## config.mk

```make
export PLATFORM = sky130hd
export DESIGN_NAME = multirotor_attitude_altitude_controller_unit_flat
export DESIGN_NICKNAME = d
export VERILOG_FILES = /design/src/maac_pkg.sv /design/src/maac_if.sv /design/src/maac_mac.sv /design/src/multirotor_attitude_altitude_controller_unit.sv /design/src/flat_wrapper.sv
export SDC_FILE = /design/constraint.sdc
export NUM_CORES = 2
export LEC_CHECK = 0
export ABC_AREA = 1
export BUFFER_PORTS_ARGS = -buffer_cell sky130_fd_sc_hd__buf_4
export CORE_MARGIN = 2
export CORE_UTILIZATION = 45
export DETAILED_ROUTE_END_ITERATION = 6
export MAX_ROUTING_LAYER = met4
export PLACE_DENSITY = 0.73
export SYNTH_ARGS = -nofsm -noshare
export SYNTH_HDL_FRONTEND = slang
export SYNTH_SLANG_ARGS = --single-unit
```

## constraint.sdc

```tcl
create_clock -name clock -period 11.8 [get_ports clock]
set_clock_uncertainty 0.1 [all_clocks]
set_input_delay 1.77 -clock clock [delete_from_list [all_inputs] [get_ports clock]]
set_output_delay 1.77 -clock clock [all_outputs]
set_load 0.03 [all_outputs]
```

## src/maac_pkg.sv

```systemverilog
package maac_pkg;

   // Shared multiply-accumulate widths
   localparam int OP_A_W = 28;
   localparam int OP_B_W = 19;
   localparam int ACC_W  = 48;
   localparam int DRV_W  = 16;
   localparam int CLIMB_W = 24;
   localparam int VEL_W  = 27;

   typedef logic signed [OP_A_W-1:0]  opa_type;
   typedef logic signed [OP_B_W-1:0]  opb_type;
   typedef logic signed [ACC_W-1:0]   acc_type;
   typedef logic signed [DRV_W-1:0]   drv_type;
   typedef logic signed [CLIMB_W-1:0] climb_type;

   // Accumulator base selection
   localparam logic [1:0] BASE_ZERO   = 2'd0;
   localparam logic [1:0] BASE_ACC    = 2'd1;
   localparam logic [1:0] BASE_CLAMP  = 2'd2;
   localparam logic [1:0] BASE_OFFSET = 2'd3;

   typedef struct packed {
      logic       en;
      logic [1:0] base_sel;
   } mac_ctl_type;

   // Gains, Q.18 (angle/rate) or Q.30 (stick), sign folded in
   localparam opb_type G_STICK      = 19'sd71583;
   localparam opb_type G_STICK_YAW  = 19'sd107374;
   localparam opb_type G_ROLL_ANG   = -19'sd78643;
   localparam opb_type G_ROLL_RATE  = -19'sd26214;
   localparam opb_type G_PITCH_ANG  = -19'sd94372;
   localparam opb_type G_PITCH_RATE = -19'sd31457;
   localparam opb_type G_YAW_RATE   = -19'sd131072;
   localparam opb_type G_HEADING    = 19'sd131072;
   localparam opb_type G_CLIMB_KEEP = 19'sd58982;
   localparam opb_type G_CLIMB_NEW  = 19'sd6554;
   localparam opb_type G_THROTTLE   = 19'sd78643;
   localparam opb_type G_ALTITUDE   = -19'sd52429;
   localparam opb_type G_CLIMB      = -19'sd26214;

   localparam acc_type THR_OFFSET = 48'sd322122547;
   localparam acc_type ONE_Q30    = 48'sd1073741824;
   localparam acc_type HALF_Q16   = 48'sd32768;
   localparam acc_type DRV_MAX    = 48'sd16384;
   localparam acc_type CLIMB_MAX  = 48'sd8388607;
   localparam acc_type CLIMB_MIN  = -48'sd8388608;

   localparam logic signed [17:0] PI_Q12     = 18'sd12868;
   localparam logic signed [17:0] TWO_PI_Q12 = 18'sd25736;

   // Q.30 sum to Q1.14 with round half up, clamped to +-1
   function automatic drv_type to_drive(input acc_type acc);
      acc_type r;
      r = (acc + HALF_Q16) >>> 16;
      if (r > DRV_MAX) begin
         r = DRV_MAX;
      end else if (r < -DRV_MAX) begin
         r = -DRV_MAX;
      end
      return r[DRV_W-1:0];
   endfunction

   function automatic acc_type clamp_q30(input acc_type acc);
      acc_type r;
      r = acc;
      if (r > ONE_Q30) begin
         r = ONE_Q30;
      end else if (r < -ONE_Q30) begin
         r = -ONE_Q30;
      end
      return r;
   endfunction

   function automatic climb_type climb_round(input acc_type acc);
      acc_type r;
      r = (acc + HALF_Q16) >>> 16;
      if (r > CLIMB_MAX) begin
         r = CLIMB_MAX;
      end else if (r < CLIMB_MIN) begin
         r = CLIMB_MIN;
      end
      return r[CLIMB_W-1:0];
   endfunction

endpackage

```

## src/maac_if.sv

```systemverilog
interface maac_req_if;
   logic               valid;
   logic               ready;
   logic signed [13:0] stick_roll;
   logic signed [13:0] stick_pitch;
   logic signed [13:0] stick_yaw;
   logic [12:0]        stick_throttle;
   logic signed [15:0] roll_att;
   logic signed [15:0] pitch_att;
   logic signed [14:0] heading;
   logic signed [15:0] rate_x;
   logic signed [15:0] rate_y;
   logic signed [15:0] rate_z;
   logic signed [15:0] altitude;
   logic               run_permitted;

   modport source (
      output valid, stick_roll, stick_pitch, stick_yaw, stick_throttle, roll_att,
             pitch_att, heading, rate_x, rate_y, rate_z, altitude, run_permitted,
      input  ready
   );
   modport sink (
      input  valid, stick_roll, stick_pitch, stick_yaw, stick_throttle, roll_att,
             pitch_att, heading, rate_x, rate_y, rate_z, altitude, run_permitted,
      output ready
   );
endinterface

interface maac_rsp_if;
   logic               valid;
   logic               ready;
   logic signed [15:0] roll_drive;
   logic signed [15:0] pitch_drive;
   logic signed [15:0] yaw_drive;
   logic signed [15:0] throttle_drive;
   logic               disarm;

   modport source (
      output valid, roll_drive, pitch_drive, yaw_drive, throttle_drive, disarm,
      input  ready
   );
   modport sink (
      input  valid, roll_drive, pitch_drive, yaw_drive, throttle_drive, disarm,
      output ready
   );
endinterface

```

## src/maac_mac.sv

```systemverilog
module maac_mac (
   input  logic                 clock,
   input  maac_pkg::mac_ctl_type ctl,
   input  maac_pkg::opa_type    op_a,
   input  maac_pkg::opb_type    op_b,
   output maac_pkg::acc_type    acc
);
   import maac_pkg::*;

   acc_type acc_ff, acc_in, base;
   logic signed [OP_A_W+OP_B_W-1:0] prod;

   always_comb begin
      prod = op_a * op_b;
      case (ctl.base_sel)
         BASE_ZERO:   base = '0;
         BASE_ACC:    base = acc_ff;
         BASE_CLAMP:  base = clamp_q30(acc_ff);
         BASE_OFFSET: base = THR_OFFSET;
         default:     base = '0;
      endcase
      // accumulate only on an active step, hold otherwise
      acc_in = ctl.en ? base + ACC_W'(prod) : acc_ff;
   end

   always_ff @(posedge clock) begin
      acc_ff <= acc_in;
   end

   assign acc = acc_ff;

endmodule

```

## src/multirotor_attitude_altitude_controller_unit.sv

```systemverilog
// A tick runs on the single shared 28x19 multiply-accumulate: 16 products in sequence
//   after the request is taken, then a finish step that loads the response register.
//   No new request is taken while a tick is in work; a response still waiting at the
//   finish step holds the unit until it is taken.
// Reset (synchronous, active high): idle, no response pending, heading, previous
//   altitude and climb filter cleared, loop rate 100 Hz, tilt limit 3277.
module multirotor_attitude_altitude_controller_unit (
   input  logic                          clock,
   input  logic                          reset,
   maac_req_if.sink                      req_chan,
   maac_rsp_if.source                    rsp_chan,
   input  logic                          csr_we,
   input  logic [0:0]                    csr_index,
   input  logic [13:0]                   csr_wdata
);
   import maac_pkg::*;

   // Register indexes
   localparam logic [0:0] CSR_LOOP_RATE = 1'b0;
   localparam logic [0:0] CSR_MAX_TILT  = 1'b1;

   // Sequencer steps: one multiply-accumulate each but the last
   localparam logic [4:0] S_R0   = 5'd0;   // roll stick
   localparam logic [4:0] S_R1   = 5'd1;   // roll angle
   localparam logic [4:0] S_R2   = 5'd2;   // roll rate
   localparam logic [4:0] S_P0   = 5'd3;   // pitch stick, store roll
   localparam logic [4:0] S_P1   = 5'd4;   // pitch angle
   localparam logic [4:0] S_P2   = 5'd5;   // pitch rate
   localparam logic [4:0] S_Y0   = 5'd6;   // yaw stick, store pitch
   localparam logic [4:0] S_Y1   = 5'd7;   // yaw gyro
   localparam logic [4:0] S_Y2   = 5'd8;   // heading error on clamped rate term
   localparam logic [4:0] S_Y3   = 5'd9;   // yaw stick heading term
   localparam logic [4:0] S_VEL  = 5'd10;  // altitude step times loop rate, store yaw
   localparam logic [4:0] S_C0   = 5'd11;  // keep part of filter, store velocity
   localparam logic [4:0] S_C1   = 5'd12;  // new part of filter
   localparam logic [4:0] S_T0   = 5'd13;  // offset plus throttle, store climb
   localparam logic [4:0] S_T1   = 5'd14;  // altitude
   localparam logic [4:0] S_T2   = 5'd15;  // climb damping
   localparam logic [4:0] S_DONE = 5'd16;  // load response register

   // Control
   logic       busy_ff, busy_in;
   logic [4:0] step_ff, step_in;
   logic       rsp_valid_ff, rsp_valid_in;

   // Configuration
   logic [9:0]  rate_ff, rate_in;
   logic [13:0] tilt_ff, tilt_in;

   // Captured tick
   logic signed [13:0] sr_ff, sp_ff, sy_ff;
   logic [12:0]        thr_ff;
   logic signed [15:0] ra_ff, pa_ff, gx_ff, gy_ff, gz_ff, alt_ff;
   logic signed [14:0] ya_ff;
   logic               trip_ff, off_ff;

   // Persistent state
   logic signed [15:0]    held_ff, held_in;
   logic signed [15:0]    prev_ff, prev_in;
   climb_type             climb_ff, climb_in;
   logic signed [VEL_W-1:0] vel_ff, vel_in;

   // Partial drives and response payload
   drv_type roll_ff, roll_in, pitch_ff, pitch_in, yaw_ff, yaw_in;
   drv_type out_roll_ff, out_pitch_ff, out_yaw_ff, out_thr_ff;
   drv_type out_roll_in, out_pitch_in, out_yaw_in, out_thr_in;
   logic    out_disarm_ff, out_disarm_in;

   // Shared unit
   mac_ctl_type mac_ctl;
   opa_type     op_a;
   opb_type     op_b;
   acc_type     acc;

   logic               accept, out_free, trip;
   logic signed [16:0] tilt_s, ra_s, pa_s, alt_diff;
   logic signed [17:0] err_raw, err_lo, err;

   maac_mac u_mac (
      .clock (clock),
      .ctl   (mac_ctl),
      .op_a  (op_a),
      .op_b  (op_b),
      .acc   (acc)
   );

   assign req_chan.ready = !busy_ff;
   assign accept         = req_chan.valid && !busy_ff;
   assign out_free       = !rsp_valid_ff || rsp_chan.ready;

   // Tilt failsafe on the incoming tick
   always_comb begin
      tilt_s = 17'(tilt_ff);
      ra_s   = 17'(req_chan.roll_att);
      pa_s   = 17'(req_chan.pitch_att);
      trip   = (ra_s > tilt_s) || (ra_s < -tilt_s) || (pa_s > tilt_s) || (pa_s < -tilt_s);
   end

   // Heading error, wrapped once into +-pi
   always_comb begin
      err_raw = 18'(held_ff) - 18'(ya_ff);
      err_lo  = (err_raw > PI_Q12) ? err_raw - TWO_PI_Q12 : err_raw;
      err     = (err_lo < -PI_Q12) ? err_lo + TWO_PI_Q12 : err_lo;
      alt_diff = 17'(alt_ff) - 17'(prev_ff);
   end

   // Operand selection per step
   always_comb begin
      mac_ctl = '{en: busy_ff, base_sel: BASE_ACC};
      op_a    = '0;
      op_b    = '0;
      case (step_ff)
         S_R0: begin
            mac_ctl.base_sel = BASE_ZERO;
            op_a = OP_A_W'(sr_ff);
            op_b = G_STICK;
         end
         S_R1: begin
            op_a = OP_A_W'(ra_ff);
            op_b = G_ROLL_ANG;
         end
         S_R2: begin
            op_a = OP_A_W'(gx_ff);
            op_b = G_ROLL_RATE;
         end
         S_P0: begin
            mac_ctl.base_sel = BASE_ZERO;
            op_a = OP_A_W'(sp_ff);
            op_b = G_STICK;
         end
         S_P1: begin
            op_a = OP_A_W'(pa_ff);
            op_b = G_PITCH_ANG;
         end
         S_P2: begin
            op_a = OP_A_W'(gy_ff);
            op_b = G_PITCH_RATE;
         end
         S_Y0: begin
            mac_ctl.base_sel = BASE_ZERO;
            op_a = OP_A_W'(sy_ff);
            op_b = G_STICK;
         end
         S_Y1: begin
            op_a = OP_A_W'(gz_ff);
            op_b = G_YAW_RATE;
         end
         S_Y2: begin
            // rate term saturates to +-1 before the heading term joins
            mac_ctl.base_sel = BASE_CLAMP;
            op_a = OP_A_W'(err);
            op_b = G_HEADING;
         end
         S_Y3: begin
            op_a = OP_A_W'(sy_ff);
            op_b = G_STICK_YAW;
         end
         S_VEL: begin
            mac_ctl.base_sel = BASE_ZERO;
            op_a = OP_A_W'(alt_diff);
            op_b = OP_B_W'(rate_ff);
         end
         S_C0: begin
            mac_ctl.base_sel = BASE_ZERO;
            op_a = OP_A_W'(climb_ff);
            op_b = G_CLIMB_KEEP;
         end
         S_C1: begin
            op_a = OP_A_W'(vel_ff);
            op_b = G_CLIMB_NEW;
         end
         S_T0: begin
            mac_ctl.base_sel = BASE_OFFSET;
            op_a = OP_A_W'(thr_ff);
            op_b = G_THROTTLE;
         end
         S_T1: begin
            op_a = OP_A_W'(alt_ff);
            op_b = G_ALTITUDE;
         end
         S_T2: begin
            op_a = OP_A_W'(climb_ff);
            op_b = G_CLIMB;
         end
         S_DONE: begin
            mac_ctl.en = 1'b0;
         end
         default: begin
            mac_ctl.en = 1'b0;
         end
      endcase
   end

   // Sequencer and write-back
   always_comb begin
      busy_in       = busy_ff;
      step_in       = step_ff;
      rsp_valid_in  = rsp_valid_ff;
      rate_in       = rate_ff;
      tilt_in       = tilt_ff;
      held_in       = held_ff;
      prev_in       = prev_ff;
      climb_in      = climb_ff;
      vel_in        = vel_ff;
      roll_in       = roll_ff;
      pitch_in      = pitch_ff;
      yaw_in        = yaw_ff;
      out_roll_in   = out_roll_ff;
      out_pitch_in  = out_pitch_ff;
      out_yaw_in    = out_yaw_ff;
      out_thr_in    = out_thr_ff;
      out_disarm_in = out_disarm_ff;

      // drop the response once the sink takes it
      if (rsp_valid_ff && rsp_chan.ready) begin
         rsp_valid_in = 1'b0;
      end

      if (csr_we) begin
         case (csr_index)
            CSR_LOOP_RATE: rate_in = csr_wdata[9:0];
            CSR_MAX_TILT:  tilt_in = csr_wdata;
            default:       rate_in = rate_ff;
         endcase
      end

      if (accept) begin
         busy_in = 1'b1;
         step_in = S_R0;
         // latch heading on a yaw stick command; track heading while not running
         if (req_chan.stick_yaw != '0 || trip || !req_chan.run_permitted) begin
            held_in = 16'(req_chan.heading);
         end
      end else if (busy_ff) begin
         if (step_ff != S_DONE) begin
            step_in = step_ff + 5'd1;
         end
         case (step_ff)
            S_P0:  roll_in  = to_drive(acc);
            S_Y0:  pitch_in = to_drive(acc);
            S_VEL: begin
               yaw_in  = to_drive(acc);
               prev_in = alt_ff;
            end
            S_C0:  vel_in   = acc[VEL_W-1:0];
            S_T0:  climb_in = climb_round(acc);
            S_DONE: begin
               // hold here while the previous response still waits
               if (out_free) begin
                  busy_in       = 1'b0;
                  rsp_valid_in  = 1'b1;
                  out_roll_in   = off_ff ? '0 : roll_ff;
                  out_pitch_in  = off_ff ? '0 : pitch_ff;
                  out_yaw_in    = off_ff ? '0 : yaw_ff;
                  out_thr_in    = off_ff ? '0 : to_drive(acc);
                  out_disarm_in = trip_ff;
               end
            end
            default: step_in = step_in;
         endcase
      end
   end

   always_ff @(posedge clock) begin
      if (reset) begin
         busy_ff      <= 1'b0;
         step_ff      <= S_R0;
         rsp_valid_ff <= 1'b0;
         rate_ff      <= 10'd100;
         tilt_ff      <= 14'd3277;
         held_ff      <= '0;
         prev_ff      <= '0;
         climb_ff     <= '0;
      end else begin
         busy_ff      <= busy_in;
         step_ff      <= step_in;
         rsp_valid_ff <= rsp_valid_in;
         rate_ff      <= rate_in;
         tilt_ff      <= tilt_in;
         held_ff      <= held_in;
         prev_ff      <= prev_in;
         climb_ff     <= climb_in;
      end
   end

   // Payload registers, no reset
   always_ff @(posedge clock) begin
      if (accept) begin
         sr_ff   <= req_chan.stick_roll;
         sp_ff   <= req_chan.stick_pitch;
         sy_ff   <= req_chan.stick_yaw;
         thr_ff  <= req_chan.stick_throttle;
         ra_ff   <= req_chan.roll_att;
         pa_ff   <= req_chan.pitch_att;
         ya_ff   <= req_chan.heading;
         gx_ff   <= req_chan.rate_x;
         gy_ff   <= req_chan.rate_y;
         gz_ff   <= req_chan.rate_z;
         alt_ff  <= req_chan.altitude;
         trip_ff <= trip;
         off_ff  <= trip || !req_chan.run_permitted;
      end
      vel_ff        <= vel_in;
      roll_ff       <= roll_in;
      pitch_ff      <= pitch_in;
      yaw_ff        <= yaw_in;
      out_roll_ff   <= out_roll_in;
      out_pitch_ff  <= out_pitch_in;
      out_yaw_ff    <= out_yaw_in;
      out_thr_ff    <= out_thr_in;
      out_disarm_ff <= out_disarm_in;
   end

   assign rsp_chan.valid          = rsp_valid_ff;
   assign rsp_chan.roll_drive     = out_roll_ff;
   assign rsp_chan.pitch_drive    = out_pitch_ff;
   assign rsp_chan.yaw_drive      = out_yaw_ff;
   assign rsp_chan.throttle_drive = out_thr_ff;
   assign rsp_chan.disarm         = out_disarm_ff;

endmodule

```

## src/flat_wrapper.sv

```systemverilog
// flat-port wrapper written by rule: the top's interface ports become plain ports
module multirotor_attitude_altitude_controller_unit_flat import maac_pkg::*;
  (clock, reset, csr_we, csr_index, csr_wdata, req_chan_valid, req_chan_stick_roll, req_chan_stick_pitch, req_chan_stick_yaw, req_chan_stick_throttle, req_chan_roll_att, req_chan_pitch_att, req_chan_heading, req_chan_rate_x, req_chan_rate_y, req_chan_rate_z, req_chan_altitude, req_chan_run_permitted, req_chan_ready, rsp_chan_valid, rsp_chan_roll_drive, rsp_chan_pitch_drive, rsp_chan_yaw_drive, rsp_chan_throttle_drive, rsp_chan_disarm, rsp_chan_ready);
  maac_req_if req_chan_i ();
  maac_rsp_if rsp_chan_i ();
  input  logic clock;
  input  logic reset;
  input  logic csr_we;
  input  logic [0:0] csr_index;
  input  logic [13:0] csr_wdata;
  input wire logic [$bits(req_chan_i.valid)-1:0] req_chan_valid;
  input wire logic [$bits(req_chan_i.stick_roll)-1:0] req_chan_stick_roll;
  input wire logic [$bits(req_chan_i.stick_pitch)-1:0] req_chan_stick_pitch;
  input wire logic [$bits(req_chan_i.stick_yaw)-1:0] req_chan_stick_yaw;
  input wire logic [$bits(req_chan_i.stick_throttle)-1:0] req_chan_stick_throttle;
  input wire logic [$bits(req_chan_i.roll_att)-1:0] req_chan_roll_att;
  input wire logic [$bits(req_chan_i.pitch_att)-1:0] req_chan_pitch_att;
  input wire logic [$bits(req_chan_i.heading)-1:0] req_chan_heading;
  input wire logic [$bits(req_chan_i.rate_x)-1:0] req_chan_rate_x;
  input wire logic [$bits(req_chan_i.rate_y)-1:0] req_chan_rate_y;
  input wire logic [$bits(req_chan_i.rate_z)-1:0] req_chan_rate_z;
  input wire logic [$bits(req_chan_i.altitude)-1:0] req_chan_altitude;
  input wire logic [$bits(req_chan_i.run_permitted)-1:0] req_chan_run_permitted;
  output wire logic [$bits(req_chan_i.ready)-1:0] req_chan_ready;
  output wire logic [$bits(rsp_chan_i.valid)-1:0] rsp_chan_valid;
  output wire logic [$bits(rsp_chan_i.roll_drive)-1:0] rsp_chan_roll_drive;
  output wire logic [$bits(rsp_chan_i.pitch_drive)-1:0] rsp_chan_pitch_drive;
  output wire logic [$bits(rsp_chan_i.yaw_drive)-1:0] rsp_chan_yaw_drive;
  output wire logic [$bits(rsp_chan_i.throttle_drive)-1:0] rsp_chan_throttle_drive;
  output wire logic [$bits(rsp_chan_i.disarm)-1:0] rsp_chan_disarm;
  input wire logic [$bits(rsp_chan_i.ready)-1:0] rsp_chan_ready;
  assign req_chan_i.valid = req_chan_valid;
  assign req_chan_i.stick_roll = req_chan_stick_roll;
  assign req_chan_i.stick_pitch = req_chan_stick_pitch;
  assign req_chan_i.stick_yaw = req_chan_stick_yaw;
  assign req_chan_i.stick_throttle = req_chan_stick_throttle;
  assign req_chan_i.roll_att = req_chan_roll_att;
  assign req_chan_i.pitch_att = req_chan_pitch_att;
  assign req_chan_i.heading = req_chan_heading;
  assign req_chan_i.rate_x = req_chan_rate_x;
  assign req_chan_i.rate_y = req_chan_rate_y;
  assign req_chan_i.rate_z = req_chan_rate_z;
  assign req_chan_i.altitude = req_chan_altitude;
  assign req_chan_i.run_permitted = req_chan_run_permitted;
  assign req_chan_ready = req_chan_i.ready;
  assign rsp_chan_valid = rsp_chan_i.valid;
  assign rsp_chan_roll_drive = rsp_chan_i.roll_drive;
  assign rsp_chan_pitch_drive = rsp_chan_i.pitch_drive;
  assign rsp_chan_yaw_drive = rsp_chan_i.yaw_drive;
  assign rsp_chan_throttle_drive = rsp_chan_i.throttle_drive;
  assign rsp_chan_disarm = rsp_chan_i.disarm;
  assign rsp_chan_i.ready = rsp_chan_ready;
  multirotor_attitude_altitude_controller_unit u_core (.clock(clock), .reset(reset), .req_chan(req_chan_i), .rsp_chan(rsp_chan_i), .csr_we(csr_we), .csr_index(csr_index), .csr_wdata(csr_wdata));
endmodule
```

==> Yosys cells after proc, flatten, opt, wreduce, memory -nomap -nowiden <==
Index checks and enable logic that the tools add are counted.
{ "word_totals": {"regBits": 442, "input_bits": 187, "output_inout_bits": 67, "elab_cells": 128} }
{ "classes": {"addsub": 8, "n_mul": 1, "n_lt_le_gt_ge": 12, "eq_ne": 20, "muxes": 22, "bitwise": 2, "reduce_logical": 32} }
{ "ops": {"columns": ["cell", "n"], "rows": [
  ["one-hot mux 28 bit (14 select lines)", 1],
  ["one-hot mux 19 bit (13 select lines)", 1],
  ["one-hot mux 48 bit (4 select lines)", 1],
  ["two-way mux 48 bit", 2],
  ["adder 48 x 17 -> 48 bit, second input constant", 1],
  ["adder 48 x 47 -> 48 bit", 1],
  ["greater-than comparator 48 x 32 -> 1 bit, second input constant", 1],
  ["< comparator 48 x 31 -> 1 bit, second input constant", 1],
  ["two-way mux 24 bit", 2],
  ["multiplier 28 x 19 -> 47 bit", 1],
  ["equality test 5 x 4 -> 1 bit, second input constant", 8],
  ["two-way mux 18 bit", 2],
  ["< comparator 16 x 17 -> 1 bit", 2],
  ["greater-than comparator 16 x 15 -> 1 bit", 2],
  ["greater-than comparator 32 x 16 -> 1 bit, second input constant", 1],
  ["greater-than comparator 32 x 24 -> 1 bit, second input constant", 1],
  ["< comparator 32 x 15 -> 1 bit, second input constant", 1],
  ["< comparator 32 x 24 -> 1 bit, second input constant", 1],
  ["two-way mux 16 bit", 2],
  ["equality test 5 x 3 -> 1 bit, second input constant", 4],
  ["adder 18 x 16 -> 18 bit, second input constant", 1],
  ["greater-than comparator 18 x 15 -> 1 bit, second input constant", 1],
  ["< comparator 18 x 15 -> 1 bit, second input constant", 1],
  ["subtractor 18 x 16 -> 18 bit, second input constant", 1],
  ["other kinds (26)", 57]
]} }

==> Longest topological paths before layout <==
{ "logic_depth": {"ltp_word": 8, "depth_mapped": 64, "depth_no_buf": 61} }

==> Hierarchy <==
A second synthesis with hierarchy kept.
{ "hier_totals": {"hier_cells": 5391, "area_unflattened_um2": 45085.7} }
{ "by_module_without_submodules": {"columns": ["module", "n_inst", "cells_per_inst", "area_per_inst_um2", "seq_area_each_um2"], "rows": [
  ["maac_mac", 1, 3128, 24523.5, 1441.4],
  ["multirotor_attitude_altitude_controller_unit", 1, 2263, 20562.2, 10970.5]
]} }

==> Worst setup path after synthesis <==
No wires, ideal clock.
{ "synth_path": {"kind": "input to register", "from": "input port req_chan_valid", "to": "register u_core.held_ff[4]", "setup_time_ns": 0.065, "t_arrival_ns": 10.958, "required_time_ns": 11.635, "slack_ns": 0.677, "cell_stages": 7, "path_buffers": 1, "path_cell_list": "inv_1 nor2_1 nand2_1 inv_1 clkbuf_1 nor2_1 nor2_1"} }
{ "synth_via": {"elab_chain_cells": 2} }
{ "synth_rtl": {"columns": ["element", "line_no", "text"], "rows": [
  ["start: declaration", "flat_wrapper.sv:11", "input wire logic [$bits(req_chan_i.valid)-1:0] req_chan_valid;"],
  ["logical AND 1 bit", "multirotor_attitude_altitude_controller_unit.sv:88", "assign accept = req_chan.valid && !busy_ff;"],
  ["via u_core.accept", "multirotor_attitude_altitude_controller_unit.sv:75", "logic accept, out_free, trip;"],
  ["AND reduction 2 bit (no line)", null, null],
  ["end signal: assignment", "multirotor_attitude_altitude_controller_unit.sv:280", "held_ff <= held_in;"],
  ["end: declaration", "multirotor_attitude_altitude_controller_unit.sv:58", "logic signed [15:0] held_ff, held_in;"]
]} }
The timed path passes the listed nets, and every way through them passes these cells.
A chain may end at the register's enable or synchronous reset.

==> Final worst setup path <==
{ "layout_path": {"from": "register u_core.ya_ff[0]", "to": "register u_core.u_mac.acc_ff[47] (netlist: u_core.u_mac.acc[47]), data pin"} }
{ "layout_via": {"elab_chain_cells": 8, "elab_cells_between_ends": 10, "cone_classes": "add/sub (4); mul (1); order compare (2); mux (3)"} }
{ "layout_rtl": {"columns": ["element", "line_no", "text"], "rows": [
  ["start: declaration", "multirotor_attitude_altitude_controller_unit.sv:54", "logic signed [14:0] ya_ff;"],
  ["start signal: assignment", "multirotor_attitude_altitude_controller_unit.sv:295", "ya_ff <= req_chan.heading;"],
  ["subtractor 15 x 15 -> 16 bit *", "multirotor_attitude_altitude_controller_unit.sv:101", "err_raw = 18'(held_ff) - 18'(ya_ff);"],
  ["subtractor 18 x 16 -> 18 bit / greater-than comparator 18 x 15 -> 1 bit (equally long branches)", "multirotor_attitude_altitude_controller_unit.sv:102", "err_lo = (err_raw > PI_Q12) ? err_raw - TWO_PI_Q12 : err_raw;"],
  ["two-way mux 18 bit *", "multirotor_attitude_altitude_controller_unit.sv:102", null],
  ["adder 18 x 16 -> 18 bit / < comparator 18 x 15 -> 1 bit (equally long branches)", "multirotor_attitude_altitude_controller_unit.sv:103", "err = (err_lo < -PI_Q12) ? err_lo + TWO_PI_Q12 : err_lo;"],
  ["two-way mux 18 bit *", "multirotor_attitude_altitude_controller_unit.sv:103", null],
  ["one-hot mux 28 bit (14 select lines) *", "multirotor_attitude_altitude_controller_unit.sv:112", "case (step_ff)"],
  ["multiplier 28 x 19 -> 47 bit *", "maac_mac.sv:14", "prod = op_a * op_b;"],
  ["adder 48 x 47 -> 48 bit *", "maac_mac.sv:23", "acc_in = ctl.en ? base + ACC_W'(prod) : acc_ff;"],
  ["end signal: assignment", "maac_mac.sv:27", "acc_ff <= acc_in;"],
  ["end: declaration", "maac_mac.sv:10", "acc_type acc_ff, acc_in, base;"]
]} }
Every way passes the cells marked *; elsewhere a longest branch is shown, timed or not.

==> out/metrics.yaml <==
clocking:
  root_buffer: "clkbuf_16"
  cts_made_buffers: 48
  clkSinkCount: 442
  tritoncts: "built"
  clkLatencyLatePin_ns: 0.62
  h-tree-depth: 2
  cts_buffer_depth: 3
  clk_pin_slew_ns: 0.06
detailed_routing:
  drt_iter0_drc: 3568
  drt-pass1-iter-count: 6
  routed_wl_um: 128000
  detail-route-antenna-nets: 0
  routedWlPerCell_um: 19.79
  viasPerCell: 5.318
  num_vias: 34380
  drc: 0
timing:
  max_slew.worst_pin.slew_ns: 1.064
  fin_crit_sh: 0.9534
  maxSlewViolCount: 0
  fmax_mhz: 88.89
  finalHoldViolations: 0
  fin_setup_tns_ns: 0
  period_needed_ns: 11.25
  max_slew_margin: 0.2863
  setup_violations: 0
cells_and_area:
  multi_input_area_sq_um: 25710
  fillers: 8662
  areaGrowthSynthToFinish_pct: 12.87
  drive_above_1_share: 0.1093
  largest_reg_flops: 48
  nNetsFinal: 6165
  instances_no_fill: 6465
  seq_area_sq_um: 12410
setup_path:
  cp-end-kind: "register"
  r2r_slack_ns: 0.55
  regToRegStartpoint: "u_core.ya_ff[0]"
  slowest_delay_ns: 0.64
  r2r_end: "u_core.u_mac.acc[47]"
  path_max_fanout: 11
  r2r_cells: 54
  cpMaxStageDelayCell: "fa_1"
  startpoint_type: "register"
  critical_path_class: "register to register"
  arrival_ns: 11.48
  critPathRequiredTime_ns: 12.03
floorplanning:
  die_x_um: 313.6
  fp.dieH_um: 313.6
  rows: 113
  die_area_sq_um: 98360
  start_util: 0.4541
  io_pins: 254
  coreArea_sq_um: 95010
yosys:
  synthCells: 4881
  synth_warnings: 0
  yosys-top-cells-area: "fa_1 27%, edfxtp_1 25%, inv_1 10%"
  netlist_area_sq_um: 43140
  synth_edf_count: 356
  ys_ff_latch: 442
  yosysSeqAreaShare: 0.2877
  synth-async-reset-ratio: 0
  synth_nets: 5887
  synth.avg_cell_area_sq_um: 8.838
  synth_ff_type: "edfxtp_1"
  synth_top_area_frac: 0.2659
  ys_types: 63
  synth_common_cells: "1199 x inv_1, 861 x nand2_1, 573 x fa_1"
  synthMostInstantiatedCell: "inv_1"
  yosys.area.top_type: "fa_1"
run_status:
  status: "finished, final reports clean"
worst_hold_path:
  hold_start: "u_core.trip_ff"
  hold_depth: 0
  min_path_type: "register to register"
  hold_end: "u_core.rsp_chan.disarm"
grt:
  grt_use_total: 0.2701
  grt_overflow: 0
  grt_pass1_wl_um: 199200
  grt_max_degree: 80
  grt_pass1_vias: 34750
  antenna_found_initial: 1
run:
  cap_viol_max_count: 0
place:
  gp_congestion: 0.9936
  dp.cells: 6353
  portBuffers: 253
  dp_hpwl_um: 103200
[metrics by stage]
step | hold slack [ns] | util | cell area, sq um | setup WS, ns
final | 0.3450 | 0.5125 | 48690 | 0.5504
after floorplan | 0.3003 | - | 43140 | 0.6771
after global routing | 0.3513 | 0.5125 | 48690 | -0.02738
after CTS | 0.3471 | 0.5093 | 48390 | 0.1660
after global placement | 0.3322 | 0.4924 | 46790 | 0.4260
after detailed placement | 0.3328 | 0.4924 | 46790 | 0.2511
[metal layers]
layer | global-route usage | wire length (um) | up-vias
met3 | 0.05034 | 12950 | 285
met4 | 0.08319 | 4560 | 0
li1 | - | - | 15690
met1 | 0.3620 | 51940 | 16710
met5 | - | 0 | -
met2 | 0.4176 | 58510 | 1694
[worst max-delay path, delay by kind of cell (launching register included)]
family,cells,cell delay (ns)
adder cells (fa/ha/maj),11,4.68
AND/OR/NAND/NOR,22,2.47
AO/OA/AOI/OAI,10,1.84
buffers and inverters,10,1.24
flip-flops,1,0.38
XOR/XNOR,1,0.20
[cells by family after synthesis]
logic type                 synth area share
AOI/OAI and AO/OA                   0.07442
xor gates and xnor gates            0.02030
adders and majority gates            0.3372
buffers and inverters                0.1206
DFF                                  0.2877
and+or+nand+nor                      0.1597
[cells in the final DEF, fill, tap and decap left out, types with 13 or more instances in the layout]
cell	Yosys	final
a211oi_1	14	14
o211ai_1	13	13
ha_1	246	245
nor3_1	67	63
xor2_1	70	70
edfxtp_1	356	356
dfxtp_1	86	86
nand4_1	59	59
nor4_1	29	25
a31oi_1	18	17
nand3_1	105	105
a21oi_1	214	212
inv_2	15	18
a22o_1	27	27
buf_4	5	361
inv_1	1199	1192
clkinv_1	11	13
o22ai_1	13	13
clkbuf_16	0	49
a221oi_1	20	20
o21a_1	14	14
nand2_2	20	28
nor2_2	16	25
nand2_1	861	851
fa_1	573	569
nor2_1	407	397
o21ai_0	161	159
xnor2_1	30	29
[worst max path at each step]
stage	from	to	slack (ns)	cells past startpoint
finish	u_core.ya_ff[0]	u_core.u_mac.acc[47]	0.55	54
CTS	u_core.ya_ff[0]	u_core.u_mac.acc[47]	0.17	51
floorplan	req_chan_valid	u_core.held_ff[4]	0.68	7
detailed placement	u_core.ya_ff[0]	u_core.u_mac.acc[47]	0.25	51
global route	u_core.ya_ff[0]	u_core.u_mac.acc[42]	-0.03	53
global placement	u_core.held_ff[0]	u_core.u_mac.acc[47]	0.43	52
[timing repair]
item,CTS,global route
setup endpoints to repair,0,20
setup buffers,0,20
hold buffers,0,0
resized for setup,0,37
hold endpoints to repair,0,0
[area by class of cell]
class	count	share of cell area
multi-input combinational	3077	0.5279
antenna	1	0.00005139
tap	1265	0.03250
clock inverter	24	0.005036
sequential	442	0.2549
timing repair buffer	365	0.05694
inverter	1225	0.09474
clock buffer	66	0.02793
Power is not shown: default switching activity piles up to over one toggle a cycle in this logic, so the estimate is an artifact.
